## src/hdl/assert_macros.svh

```systemverilog
// Assertion macros shared by the RTL of the packed byte converter.
// Synthesis builds define SYNTHESIS, which leaves every macro empty.
`ifndef ASSERT_MACROS_SVH
`define ASSERT_MACROS_SVH
`ifndef SYNTHESIS
`define RWPB_ASSERT(name, clk, rst, prop, msg) \
  name: assert property (@(posedge clk) disable iff (rst) (prop)) else $error(msg);
`define RWPB_ASSERT_IMPLY(name, clk, rst, ante, cons, msg) \
  name: assert property (@(posedge clk) disable iff (rst) (ante) |-> (cons)) else $error(msg);
`else
`define RWPB_ASSERT(name, clk, rst, prop, msg)
`define RWPB_ASSERT_IMPLY(name, clk, rst, ante, cons, msg)
`endif
`endif

```

## src/hdl/rwpb_pkg.sv

```systemverilog
// Shared types, constants and helpers of the 10-bit sample byte packer.
// Used by the front, queue, back and top level modules; depends on nothing.
package rwpb_pkg;

  localparam int LEN_W = 13;
  localparam int IDX_W = 12;
  localparam int PIXEL_W = 32;
  localparam int SAMPLE_W = 10;
  localparam int PEND_W = 7;
  localparam int PEND_CNT_W = 3;
  localparam int BITS_W = 40;
  localparam int BYTE_W = 8;
  localparam int NBYTES_W = 3;
  localparam int CFG_INDEX_W = 2;

  localparam logic [LEN_W-1:0] MAX_ROW_PIXELS = 13'd4096;
  localparam logic [LEN_W-1:0] MAX_FRAME_ROWS = 13'd4096;
  localparam logic [LEN_W-1:0] ROW_PIXELS_RESET = 13'd640;
  localparam logic [LEN_W-1:0] FRAME_ROWS_RESET = 13'd480;

  localparam logic [CFG_INDEX_W-1:0] CFG_ROW_PIXELS = 2'd0;
  localparam logic [CFG_INDEX_W-1:0] CFG_FRAME_ROWS = 2'd1;

  localparam int QUEUE_DEPTH = 4;
  localparam int QUEUE_PTR_W = $clog2(QUEUE_DEPTH);
  localparam int QUEUE_CNT_W = $clog2(QUEUE_DEPTH + 1);

  // One request as handed from the front to the back: the bit stream of the
  // pixel, left aligned and zero padded, with its byte count and row flags.
  typedef struct packed {
    logic [BITS_W-1:0]   bits;
    logic [NBYTES_W-1:0] nbytes;
    logic                row_end;
    logic                frame_end;
  } packet_t;

  typedef struct packed {
    logic not_empty;
    logic not_full;
  } queue_status_t;

  typedef struct packed {
    logic                   valid;
    logic [CFG_INDEX_W-1:0] index;
    logic [LEN_W-1:0]       data;
  } cfg_req_t;

  function automatic logic [LEN_W-1:0] clamp_len(input logic [LEN_W-1:0] v,
                                                 input logic [LEN_W-1:0] max_len);
    if (v == '0) begin
      return {{(LEN_W-1){1'b0}}, 1'b1};
    end else if (v > max_len) begin
      return max_len;
    end
    return v;
  endfunction

endpackage

```

## src/hdl/rwpb_front.sv

```systemverilog
// Front end: takes configuration writes and pixel words, splits each pixel
// into samples, tracks row and frame position and builds one queue request.
// Depends on rwpb_pkg.
module rwpb_front import rwpb_pkg::*; (
  input  logic                clk,
  input  logic                rst,
  input  cfg_req_t            cfg,
  input  logic                pixel_valid,
  output logic                pixel_ready,
  input  logic [PIXEL_W-1:0]  pixel_word,
  input  queue_status_t       q_status,
  output logic                push,
  output packet_t             push_entry
);

  logic [LEN_W-1:0]      row_pixels;
  logic [LEN_W-1:0]      frame_rows;
  logic [PEND_W-1:0]     pending_bits;
  logic [PEND_W-1:0]     pending_bits_next;
  logic [PEND_CNT_W-1:0] pending_count;
  logic [PEND_CNT_W-1:0] pending_count_next;
  logic [IDX_W-1:0]      column_index;
  logic [IDX_W-1:0]      row_index;

  logic [LEN_W-1:0]      row_len;
  logic [LEN_W-1:0]      frame_len;
  logic                  row_end;
  logic                  frame_end;
  logic [3*SAMPLE_W-1:0] samples;
  logic [5:0]            total;
  logic [2:0]            rem;
  logic                  pad;
  logic [BITS_W-1:0]     raw_bits;
  logic [PEND_W-1:0]     rem_mask;

  assign pixel_ready = q_status.not_full;
  assign push = pixel_valid && q_status.not_full;

  assign row_len = clamp_len(row_pixels, MAX_ROW_PIXELS);
  assign frame_len = clamp_len(frame_rows, MAX_FRAME_ROWS);
  assign row_end = ({1'b0, column_index} + 13'd1) >= row_len;
  assign frame_end = row_end && (({1'b0, row_index} + 13'd1) >= frame_len);

  assign samples = pixel_word[3*SAMPLE_W-1:0];
  assign total = {3'b000, pending_count} + 6'd30;
  assign rem = total[2:0];
  assign pad = row_end && (rem != 3'd0);
  assign raw_bits = {pending_bits, samples, 3'b000};
  assign rem_mask = 7'h7f >> (3'd7 - rem);

  always_comb begin
    push_entry.bits = raw_bits << (3'd7 - pending_count);
    push_entry.nbytes = total[5:3] + {2'b00, pad};
    push_entry.row_end = row_end;
    push_entry.frame_end = frame_end;
    if (row_end) begin
      pending_bits_next = '0;
      pending_count_next = '0;
    end else begin
      pending_bits_next = samples[PEND_W-1:0] & rem_mask;
      pending_count_next = rem;
    end
  end

  always_ff @(posedge clk) begin
    if (rst) begin
      row_pixels <= ROW_PIXELS_RESET;
      frame_rows <= FRAME_ROWS_RESET;
      pending_bits <= '0;
      pending_count <= '0;
      column_index <= '0;
      row_index <= '0;
    end else begin
      if (cfg.valid) begin
        if (cfg.index == CFG_ROW_PIXELS) begin
          row_pixels <= cfg.data;
        end else if (cfg.index == CFG_FRAME_ROWS) begin
          frame_rows <= cfg.data;
        end
      end
      if (push) begin
        pending_bits <= pending_bits_next;
        pending_count <= pending_count_next;
        if (row_end) begin
          column_index <= '0;
          row_index <= frame_end ? '0 : row_index + 12'd1;
        end else begin
          column_index <= column_index + 12'd1;
        end
      end
    end
  end

endmodule

```

## src/hdl/rwpb_queue.sv

```systemverilog
// Short request queue between the front and the back of the byte packer.
// Depends on rwpb_pkg for the request type and the depth.
module rwpb_queue import rwpb_pkg::*; (
  input  logic          clk,
  input  logic          rst,
  input  logic          push,
  input  packet_t       push_entry,
  input  logic          pop,
  output packet_t       head,
  output queue_status_t status
);

  packet_t                entries [QUEUE_DEPTH];
  logic [QUEUE_PTR_W-1:0] wr_ptr;
  logic [QUEUE_PTR_W-1:0] rd_ptr;
  logic [QUEUE_CNT_W-1:0] count;

  assign head = entries[rd_ptr];
  assign status.not_empty = (count != '0);
  assign status.not_full = (count != QUEUE_CNT_W'(QUEUE_DEPTH));

  always_ff @(posedge clk) begin
    if (push) begin
      entries[wr_ptr] <= push_entry;
    end
  end

  always_ff @(posedge clk) begin
    if (rst) begin
      wr_ptr <= '0;
      rd_ptr <= '0;
      count <= '0;
    end else begin
      if (push) begin
        wr_ptr <= (wr_ptr == QUEUE_PTR_W'(QUEUE_DEPTH - 1)) ? '0 : wr_ptr + 1'b1;
      end
      if (pop) begin
        rd_ptr <= (rd_ptr == QUEUE_PTR_W'(QUEUE_DEPTH - 1)) ? '0 : rd_ptr + 1'b1;
      end
      unique case ({push, pop})
        2'b10:   count <= count + 1'b1;
        2'b01:   count <= count - 1'b1;
        default: count <= count;
      endcase
    end
  end

endmodule

```

## src/hdl/rwpb_back.sv

```systemverilog
// Back end: walks the head request of the queue into the output register
// one byte per cycle while out_ready does not stall it, and sets the item,
// row and frame end flags. Depends on rwpb_pkg.
module rwpb_back import rwpb_pkg::*; (
  input  logic              clk,
  input  logic              rst,
  input  queue_status_t     q_status,
  input  packet_t           head,
  output logic              pop,
  output logic              out_valid,
  input  logic              out_ready,
  output logic [BYTE_W-1:0] out_byte,
  output logic              last_of_item,
  output logic              end_of_row,
  output logic              end_of_frame
);

  logic [NBYTES_W-1:0] byte_idx;
  logic [BYTE_W-1:0]   byte_sel;
  logic                take;
  logic                last_byte;

  assign take = q_status.not_empty && (!out_valid || out_ready);
  assign last_byte = (byte_idx == head.nbytes - 3'd1);
  assign pop = take && last_byte;

  always_comb begin
    unique case (byte_idx)
      3'd0:    byte_sel = head.bits[39:32];
      3'd1:    byte_sel = head.bits[31:24];
      3'd2:    byte_sel = head.bits[23:16];
      3'd3:    byte_sel = head.bits[15:8];
      default: byte_sel = head.bits[7:0];
    endcase
  end

  always_ff @(posedge clk) begin
    if (take) begin
      out_byte <= byte_sel;
      last_of_item <= last_byte;
      end_of_row <= last_byte && head.row_end;
      end_of_frame <= last_byte && head.frame_end;
    end
  end

  always_ff @(posedge clk) begin
    if (rst) begin
      out_valid <= 1'b0;
      byte_idx <= '0;
    end else begin
      if (take) begin
        out_valid <= 1'b1;
        byte_idx <= last_byte ? '0 : byte_idx + 3'd1;
      end else if (out_ready) begin
        out_valid <= 1'b0;
      end
    end
  end

endmodule

```

## src/hdl/rgb10_word_to_packed_bytes.sv

```systemverilog
// Top level of the 10-bit sample byte packer: front, request queue and back.
// Depends on rwpb_pkg, rwpb_front, rwpb_queue, rwpb_back and assert_macros.svh.
//
//   channel   direction  payload
//   cfg       in         cfg_index (register), cfg_data (13-bit value)
//   s_axis    in         tdata: pixel_word[31:0]
//   m_axis    out        tdata: out_byte; tlast: end_of_row;
//                        tuser: last_of_item, end_of_frame
//
// A pixel is accepted in any cycle in which the four-entry request queue has room.
// The output register sends one byte per cycle unless m_axis_tready stalls it;
// a pixel takes three to five bytes, 3.75 on average plus one padding byte at
// row end. A pixel's bytes pass through a queue entry and then the output register.
// Synchronous reset empties the queue, clears position and leftover bits and
// restores 640 pixels per row and 480 rows per frame. Output stalls fill the queue.
`include "assert_macros.svh"
module rgb10_word_to_packed_bytes import rwpb_pkg::*; (
  input  logic                   clk,
  input  logic                   rst,
  input  logic                   cfg_valid,
  output logic                   cfg_ready,
  input  logic [CFG_INDEX_W-1:0] cfg_index,
  input  logic [LEN_W-1:0]       cfg_data,
  input  logic                   s_axis_tvalid,
  output logic                   s_axis_tready,
  input  logic [PIXEL_W-1:0]     s_axis_tdata,  // pixel_word[31:0]
  output logic                   m_axis_tvalid,
  input  logic                   m_axis_tready,
  output logic [BYTE_W-1:0]      m_axis_tdata,  // out_byte[7:0]
  output logic                   m_axis_tlast,
  output logic [1:0]             m_axis_tuser   // [0] last_of_item, [1] end_of_frame
);

  cfg_req_t      cfg;
  queue_status_t q_status;
  logic          push;
  packet_t       push_entry;
  logic          pop;
  packet_t       head;

  assign cfg_ready = 1'b1;
  assign cfg.valid = cfg_valid;
  assign cfg.index = cfg_index;
  assign cfg.data = cfg_data;

  rwpb_front u_front (
    .clk         (clk),
    .rst         (rst),
    .cfg         (cfg),
    .pixel_valid (s_axis_tvalid),
    .pixel_ready (s_axis_tready),
    .pixel_word  (s_axis_tdata),
    .q_status    (q_status),
    .push        (push),
    .push_entry  (push_entry)
  );

  rwpb_queue u_queue (
    .clk        (clk),
    .rst        (rst),
    .push       (push),
    .push_entry (push_entry),
    .pop        (pop),
    .head       (head),
    .status     (q_status)
  );

  rwpb_back u_back (
    .clk          (clk),
    .rst          (rst),
    .q_status     (q_status),
    .head         (head),
    .pop          (pop),
    .out_valid    (m_axis_tvalid),
    .out_ready    (m_axis_tready),
    .out_byte     (m_axis_tdata),
    .last_of_item (m_axis_tuser[0]),
    .end_of_row   (m_axis_tlast),
    .end_of_frame (m_axis_tuser[1])
  );

  `RWPB_ASSERT_IMPLY(a_pop_needs_entry, clk, rst, pop, q_status.not_empty, "pop from empty queue")
  `RWPB_ASSERT_IMPLY(a_push_needs_room, clk, rst, push, q_status.not_full, "push into full queue")
  `RWPB_ASSERT_IMPLY(a_frame_end_flags, clk, rst, m_axis_tvalid && m_axis_tuser[1], m_axis_tlast && m_axis_tuser[0], "frame end without row end")
  `RWPB_ASSERT_IMPLY(a_row_end_is_item_end, clk, rst, m_axis_tvalid && m_axis_tlast, m_axis_tuser[0], "row end before item end")

endmodule
```

## config.mk

```make
export PLATFORM = sky130hd
export DESIGN_NAME = rgb10_word_to_packed_bytes
export DESIGN_NICKNAME = d
export VERILOG_FILES = /design/src/hdl/rwpb_pkg.sv /design/src/hdl/rwpb_front.sv /design/src/hdl/rwpb_queue.sv /design/src/hdl/rwpb_back.sv /design/src/hdl/rgb10_word_to_packed_bytes.sv
export VERILOG_INCLUDE_DIRS = /design/src /design/src/hdl
export SDC_FILE = /design/constraint.sdc
export NUM_CORES = 1
export LEC_CHECK = 0
export BUFFER_PORTS_ARGS = -buffer_cell sky130_fd_sc_hd__buf_2
export CORE_MARGIN = 3
export CORE_UTILIZATION = 54
export DETAILED_ROUTE_END_ITERATION = 8
export PLACE_DENSITY = 0.79
export RECOVER_POWER = 100
export SETUP_SLACK_MARGIN = 0.3
export SLEW_MARGIN = 20
export SYNTH_ARGS = -nofsm -noshare
export SYNTH_HDL_FRONTEND = slang
export SYNTH_SLANG_ARGS = --single-unit
```

## constraint.sdc

```tcl
create_clock -name clk -period 11 [get_ports clk]
set_input_delay 1.1 -clock clk [delete_from_list [all_inputs] [get_ports clk]]
set_output_delay 1.1 -clock clk [all_outputs]
set_load 0.1 [all_outputs]
```

### After elaboration in Yosys (flattened, before gate mapping)

Memories as Yosys holds them, arrays and structs flattened. A register that Yosys moved wholly into a read port is not among the register bits.
Cells that the tools add are included.

* register bits after elaboration: 82
* RAM bits: 180
* logic and storage cells: 93
* memories: 1

Memories
* u_queue.entries: words 4, width 45, rd ports 1, clocked after Yosys merged registers in 1, wr ports 1, line rwpb_queue.sv:13 `packet_t entries [QUEUE_DEPTH];`

* add/subtract/negate cells: 14
* $lt $le $gt $ge: 4
* eq/ne operators: 10
* shifts and indexed selects: 2
* muxes and demuxes: 25
* bitwise gates (word level): 2
* reductions and logical operators: 20

Operators with widths (number)
* 13-bit 2-to-1 mux: 6
* 40-bit by 3-bit left shift with 40-bit output: 1
* 8-bit case mux with 4 select lines: 1
* 12-bit by 1-bit adder with 13-bit output, second input constant: 2
* 13-bit >= comparator: 2
* 13-bit > comparator, second input constant: 2
* 13-bit logical NOT: 2
* 12-bit by 1-bit adder with 12-bit output, second input constant: 2
* 12-bit 2-to-1 mux: 2
* 1-bit 2-to-1 mux: 8
* 2-bit 2-to-1 mux: 4
* 7-bit bitwise AND: 1
* 1-bit logical AND: 7
* 7-bit 2-to-1 mux: 1
* 7-bit by 3-bit right shift with 7-bit output, first input constant: 1
* 3-bit by 1-bit adder with 3-bit output, second input constant: 2
* 3-bit by 5-bit adder with 6-bit output, second input constant: 1
* 2-bit equality test, second input constant: 3
* 3-bit by 2-bit equality test with 1-bit output, second input constant: 2
* 3-bit 2-to-1 mux: 2
* 3-bit case mux with 2 select lines: 1
* 3-bit nonzero test: 2
* 3-bit by 1-bit subtractor with 3-bit output, second input constant: 2
* 3-bit subtractor, first input constant: 2
* 14 further kinds: 18

### Depth between registers and ports, before layout

* word-level depth: 7
* depth in mapped cells: 15

### By module

From an unflattened synthesis, not the netlist that was laid out.

* cell total of the unflattened synthesis: 887
* area, all modules: 12454.4 um2

Modules (own cells, without submodules)
* rwpb_queue: instances 1, cells each 283, area each 7001.7 um2, sequential area each 5585.4 um2
* rwpb_front: instances 1, cells each 504, area each 4409.2 um2, sequential area each 1161.1 um2
* rwpb_back: instances 1, cells each 98, area each 1032.2 um2, sequential area each 410.4 um2
* rgb10_word_to_packed_bytes: instances 1, cells each 2, area each 11.3 um2, sequential area each 0.0 um2

### Least setup slack after synthesis

No wires, ideal clock.

* path kind: input port to flip-flop
* from: input port m_axis_tready
* to: register u_queue.count[2]
* library setup time: 0.070 ns
* arrival: 3.614 ns
* data required time: 10.930 ns
* path slack: 7.316 ns
* cell stages on the path: 10
* path through: inv_1 > a21oi_1 > inv_1 > nor2_4 > ha_1 > inv_1 > fa_1 > xor2_1 > or3_1 > a21oi_1

* cells in the longest elaborated chain, start to end: 5
* elaborated cells between the ends (all ways): 7

Ends and longest elaborated chain
* start, declared: line rgb10_word_to_packed_bytes.sv:28 `input logic m_axis_tready,`
* 1-bit logical OR *: line rwpb_back.sv:23 `assign take = q_status.not_empty && (!out_valid || out_ready);`
* 1-bit logical AND *: line rwpb_back.sv:23
* named net u_back.take: line rwpb_back.sv:20 `logic take;`
* 1-bit logical AND *: line rwpb_back.sv:25 `assign pop = take && last_byte;`
* named net pop: line rgb10_word_to_packed_bytes.sv:38 `logic pop;`
* 2-bit by 1-bit equality test with 1-bit output or 2-bit equality test (tied branches): line rwpb_queue.sv:40 `unique case ({push, pop})`
* 3-bit case mux with 2 select lines or 2-bit nonzero test (tied branches)
* end signal, assigned: line rwpb_queue.sv:41 `2'b10: count <= count + 1'b1;`
* end signal, assigned: line rwpb_queue.sv:42 `2'b01: count <= count - 1'b1;`
* end signal, assigned: line rwpb_queue.sv:43 `default: count <= count;`
* end, declared: line rwpb_queue.sv:16 `logic [QUEUE_CNT_W-1:0] count;`

The timed path passes the listed nets; every way through them passes the cells marked *.
A chain may end at the register's enable or synchronous reset.

==> results.yml <==
run_status:
  outcome: "complete, but fails checks"
  violations: "max-capacitance violations, max-slew violations"
timing:
  rsz0062_at_grt: "no"
  fin_skew_ns: 0.0134
  relSlewSlack: -1.50
  maxSlewViolCount: 264
  period_share: 0.594
  min_period_ns: 6.53
  setup_viol: 0
  finalSetupTns_ns: 0
  worst_slew_pin_slew_ns: 3.75
  hold_viol: 0
  fmax_mhz: 153
die:
  fp.dieArea_um2: 23200
  coreArea_um2: 20600
  die_h_um: 152
  io_pins: 66
  start_util: 0.560
  die_w_um: 152
  fp-row-count: 52
finish:
  fillers: 1480
  regArea_um2: 6800
  multi_input_area_um2: 4430
  diodes: 0
  finish.instance_area_um2: 12800
  drive_gt1_frac: 0.188
  final_nets: 1000
  syn_to_final_growth_pct: 11.2
  fin_cells: 1190
yosys:
  synth_seq_area_share: 0.589
  synth.largest_area_cell: "edfxtp_1"
  synthAdderAreaFrac: 0.0516
  synth_cell_type_count: 59
  synth-simple-area-share: 0.0930
  synth_top_family_by_area: "multiplexers"
  synth-xor-area-share: 0.0205
  synth_common_cells: "edfxtp_1, nand2_1, dfxtp_1"
  synth_compound_area_frac: 0.0723
  ys_ff_latch: 250
  yosysWarningCount: 0
  synth_top_area_share: 0.465
  synth_edf_count: 179
  synth_mux_area_frac: 0.147
  syn_area_um2: 11500
  yosys-top-cells-area: "edfxtp_1, mux4_2, dfxtp_1"
  postSynthAreaPerCell_um2: 13.7
  synthFlopType: "edfxtp_1"
  yosysMostFrequentCell: "edfxtp_1"
  synthArstFlopShare: 0
  syn_inst: 845
global_route:
  grt_pass1_vias: 7144
  antenna_found_initial: 0
  grt_pass1_wl_um: 38000
  grt_max_degree: 56
  gr-usage-all-layers: 0.202
  grt_overflow: 0
hold_path:
  hp-class: "flop to flop"
  min_from: "u_front.row_pixels[0]$_SDFFE_PP0P_"
placed_design:
  numPortBuffers: 62
  place_hpwl_um: 15400
  place_congestion: 0.763
  place_area_um2: 12100
  place_inst: 1144
setup_path:
  cp-start-kind: "flop"
  cp.arrival_ns: 6.94
  path_cells: "clkbuf_1 -> mux4_2 -> inv_1 -> ha_1 -> xor2_1 -> xnor2_1 -> nand3_1 -> nor2_1 -> ha_1 -> inv_1 -> fa_1 -> xor2_1 -> or3_1 -> a21oi_1"
  crit_path_end_kind: "flop"
  critPathRequiredTime_ns: 11.41
  max_stage_delay_ns: 2.62
  worstPathMaxFanout: 46
  worstSetupPathType: "flop to flop"
  slowest_stage: "clkbuf_1"
power:
  leakage_nw: 4.54
  powerDensity_nw_per_um2: 212
  vdd.ir_drop.worst_mv: 0.147
  finalPower_mw: 2.72
cts:
  cts_buffers: 25
  post_cts_buffers: 0
  cts_tree: "done"
  clkTransAtPathRegs_ns: 0.06
  cts_buffer_depth: 3
  cts_max_level: 1
  cts_sinks: 250
  root_buffer: "clkbuf_16"
  holdBufCountCts: 0
  cts_resized: 0
  clk_latency_ns: 0.52
detailed_routing:
  wl_um: 23700
  viasPerCell: 6.06
  highest_layer: "met4"
  vias: 7210
  drc: 0
  wire_per_inst_um: 19.9
  detail-route-antenna-nets: 0
  wl_met2_um: 11700
  route.met3.wl_um: 1520
  drt-pass1-iter-count: 8
  drtIter0Drc: 560
  wl_met1_um: 10100
flow_run:
  timing.max_cap.violations: 7
[through the flow]
stage | util | hold slack (ns) | setup WS [ns]
floorplan | - | 0.436 | 7.32
global placement | 0.586 | 0.448 | 6.92
detailed placement | 0.586 | 0.451 | 6.86
CTS | 0.626 | 0.461 | 6.83
global route | 0.622 | 0.483 | 3.72
finish | 0.622 | 0.459 | 4.47
[cells in the final DEF, fill, tap and decap left out, drive strengths merged, types with 3 or more instances in the layout]
| cell | count |
|---|---|
| a22oi | 20 |
| a32oi | 6 |
| or4 | 3 |
| inv | 29 |
| nor4 | 6 |
| edfxtp | 179 |
| clkbuf | 55 |
| a21o | 3 |
| xnor2 | 15 |
| a21oi | 43 |
| ha | 46 |
| xor2 | 12 |
| buf | 50 |
| nor2b | 4 |
| dfxtp | 71 |
| nor2 | 53 |
| nand2 | 100 |
| conb | 5 |
| mux2i | 13 |
| mux4 | 64 |
| o21ai | 12 |
| nand3 | 27 |
| clkinv | 5 |
| nand3b | 4 |
| and3 | 11 |
| or3 | 3 |
| bufinv | 4 |
| mux2 | 11 |
| a22o | 13 |
| nor3 | 13 |
| a31oi | 13 |
[routing by layer]
metal,up-vias,global-route usage
met2,249,0.337
met5,-,0
met1,3603,0.282
li1,3327,-
met3,31,0.0329
met4,0,0.0484
[cell type report]
class / count / share of cell area
inverter: 28 / 0.00819
clock inverter: 12 / 0.0131
tap: 270 / 0.0263
multi-input combinational: 525 / 0.345
clock buffer: 34 / 0.0514
sequential: 250 / 0.530
timing repair buffer: 71 / 0.0260
[final timing paths]
path | to | slack (ns) | cells after the start
setup / recovery | u_queue.count[2]$_SDFFE_PP0P_ | 4.47 | 14
hold reg to reg | u_front.row_pixels[0]$_SDFFE_PP0P_ | 0.46 | 2
hold / removal | u_front.row_pixels[0]$_SDFFE_PP0P_ | 0.46 | 2
setup reg to reg | u_queue.count[2]$_SDFFE_PP0P_ | 4.47 | 14
[sequential cells by signal, summed over array words and instances (netlist names), named ones only]
register,flops
u_back.byte_idx,3
u_back.end_of_frame,1
u_back.end_of_row,1
u_back.last_of_item,1
u_back.out_byte,8
u_back.out_valid,1
u_front.column_index,12
u_front.frame_rows,13
u_front.pending_bits,6
u_front.pending_count,2
u_front.row_index,12
u_front.row_pixels,13
u_queue.count,3
u_queue.entries,168
u_queue.rd_ptr,2
u_queue.wr_ptr,2
[cell families after synthesis]
group	after synthesis
DFF	250
and+or+nand+nor	235
AOI/OAI and AO/OA	123
muxes	88
buffers and inverters	73
adders and majority gates	47
xor gates and xnor gates	27
other	2
[worst max-delay path, delay by kind of cell, from the launching register on]
| family | cells | cell delay, ns |
|---|---|---|
| buffers and inverters | 3 | 2.78 |
| flip-flops | 1 | 0.31 |
| AO/OA/AOI/OAI | 1 | 0.13 |
| adder cells (fa/ha/maj) | 3 | 0.89 |
| XOR/XNOR | 3 | 0.46 |
| AND/OR/NAND/NOR | 3 | 1.04 |
| multiplexers | 1 | 0.78 |
[where the power goes]
part	total, mW	leakage, nW	switching (mW)	internal [mW]
Combinational	0.667	1.91	0.454	0.213
Sequential	1.19	2.23	0.0435	1.15
Clock	0.857	0.395	0.342	0.515
Total	2.72	4.54	0.840	1.88
Power figures use the tool's default switching activity.
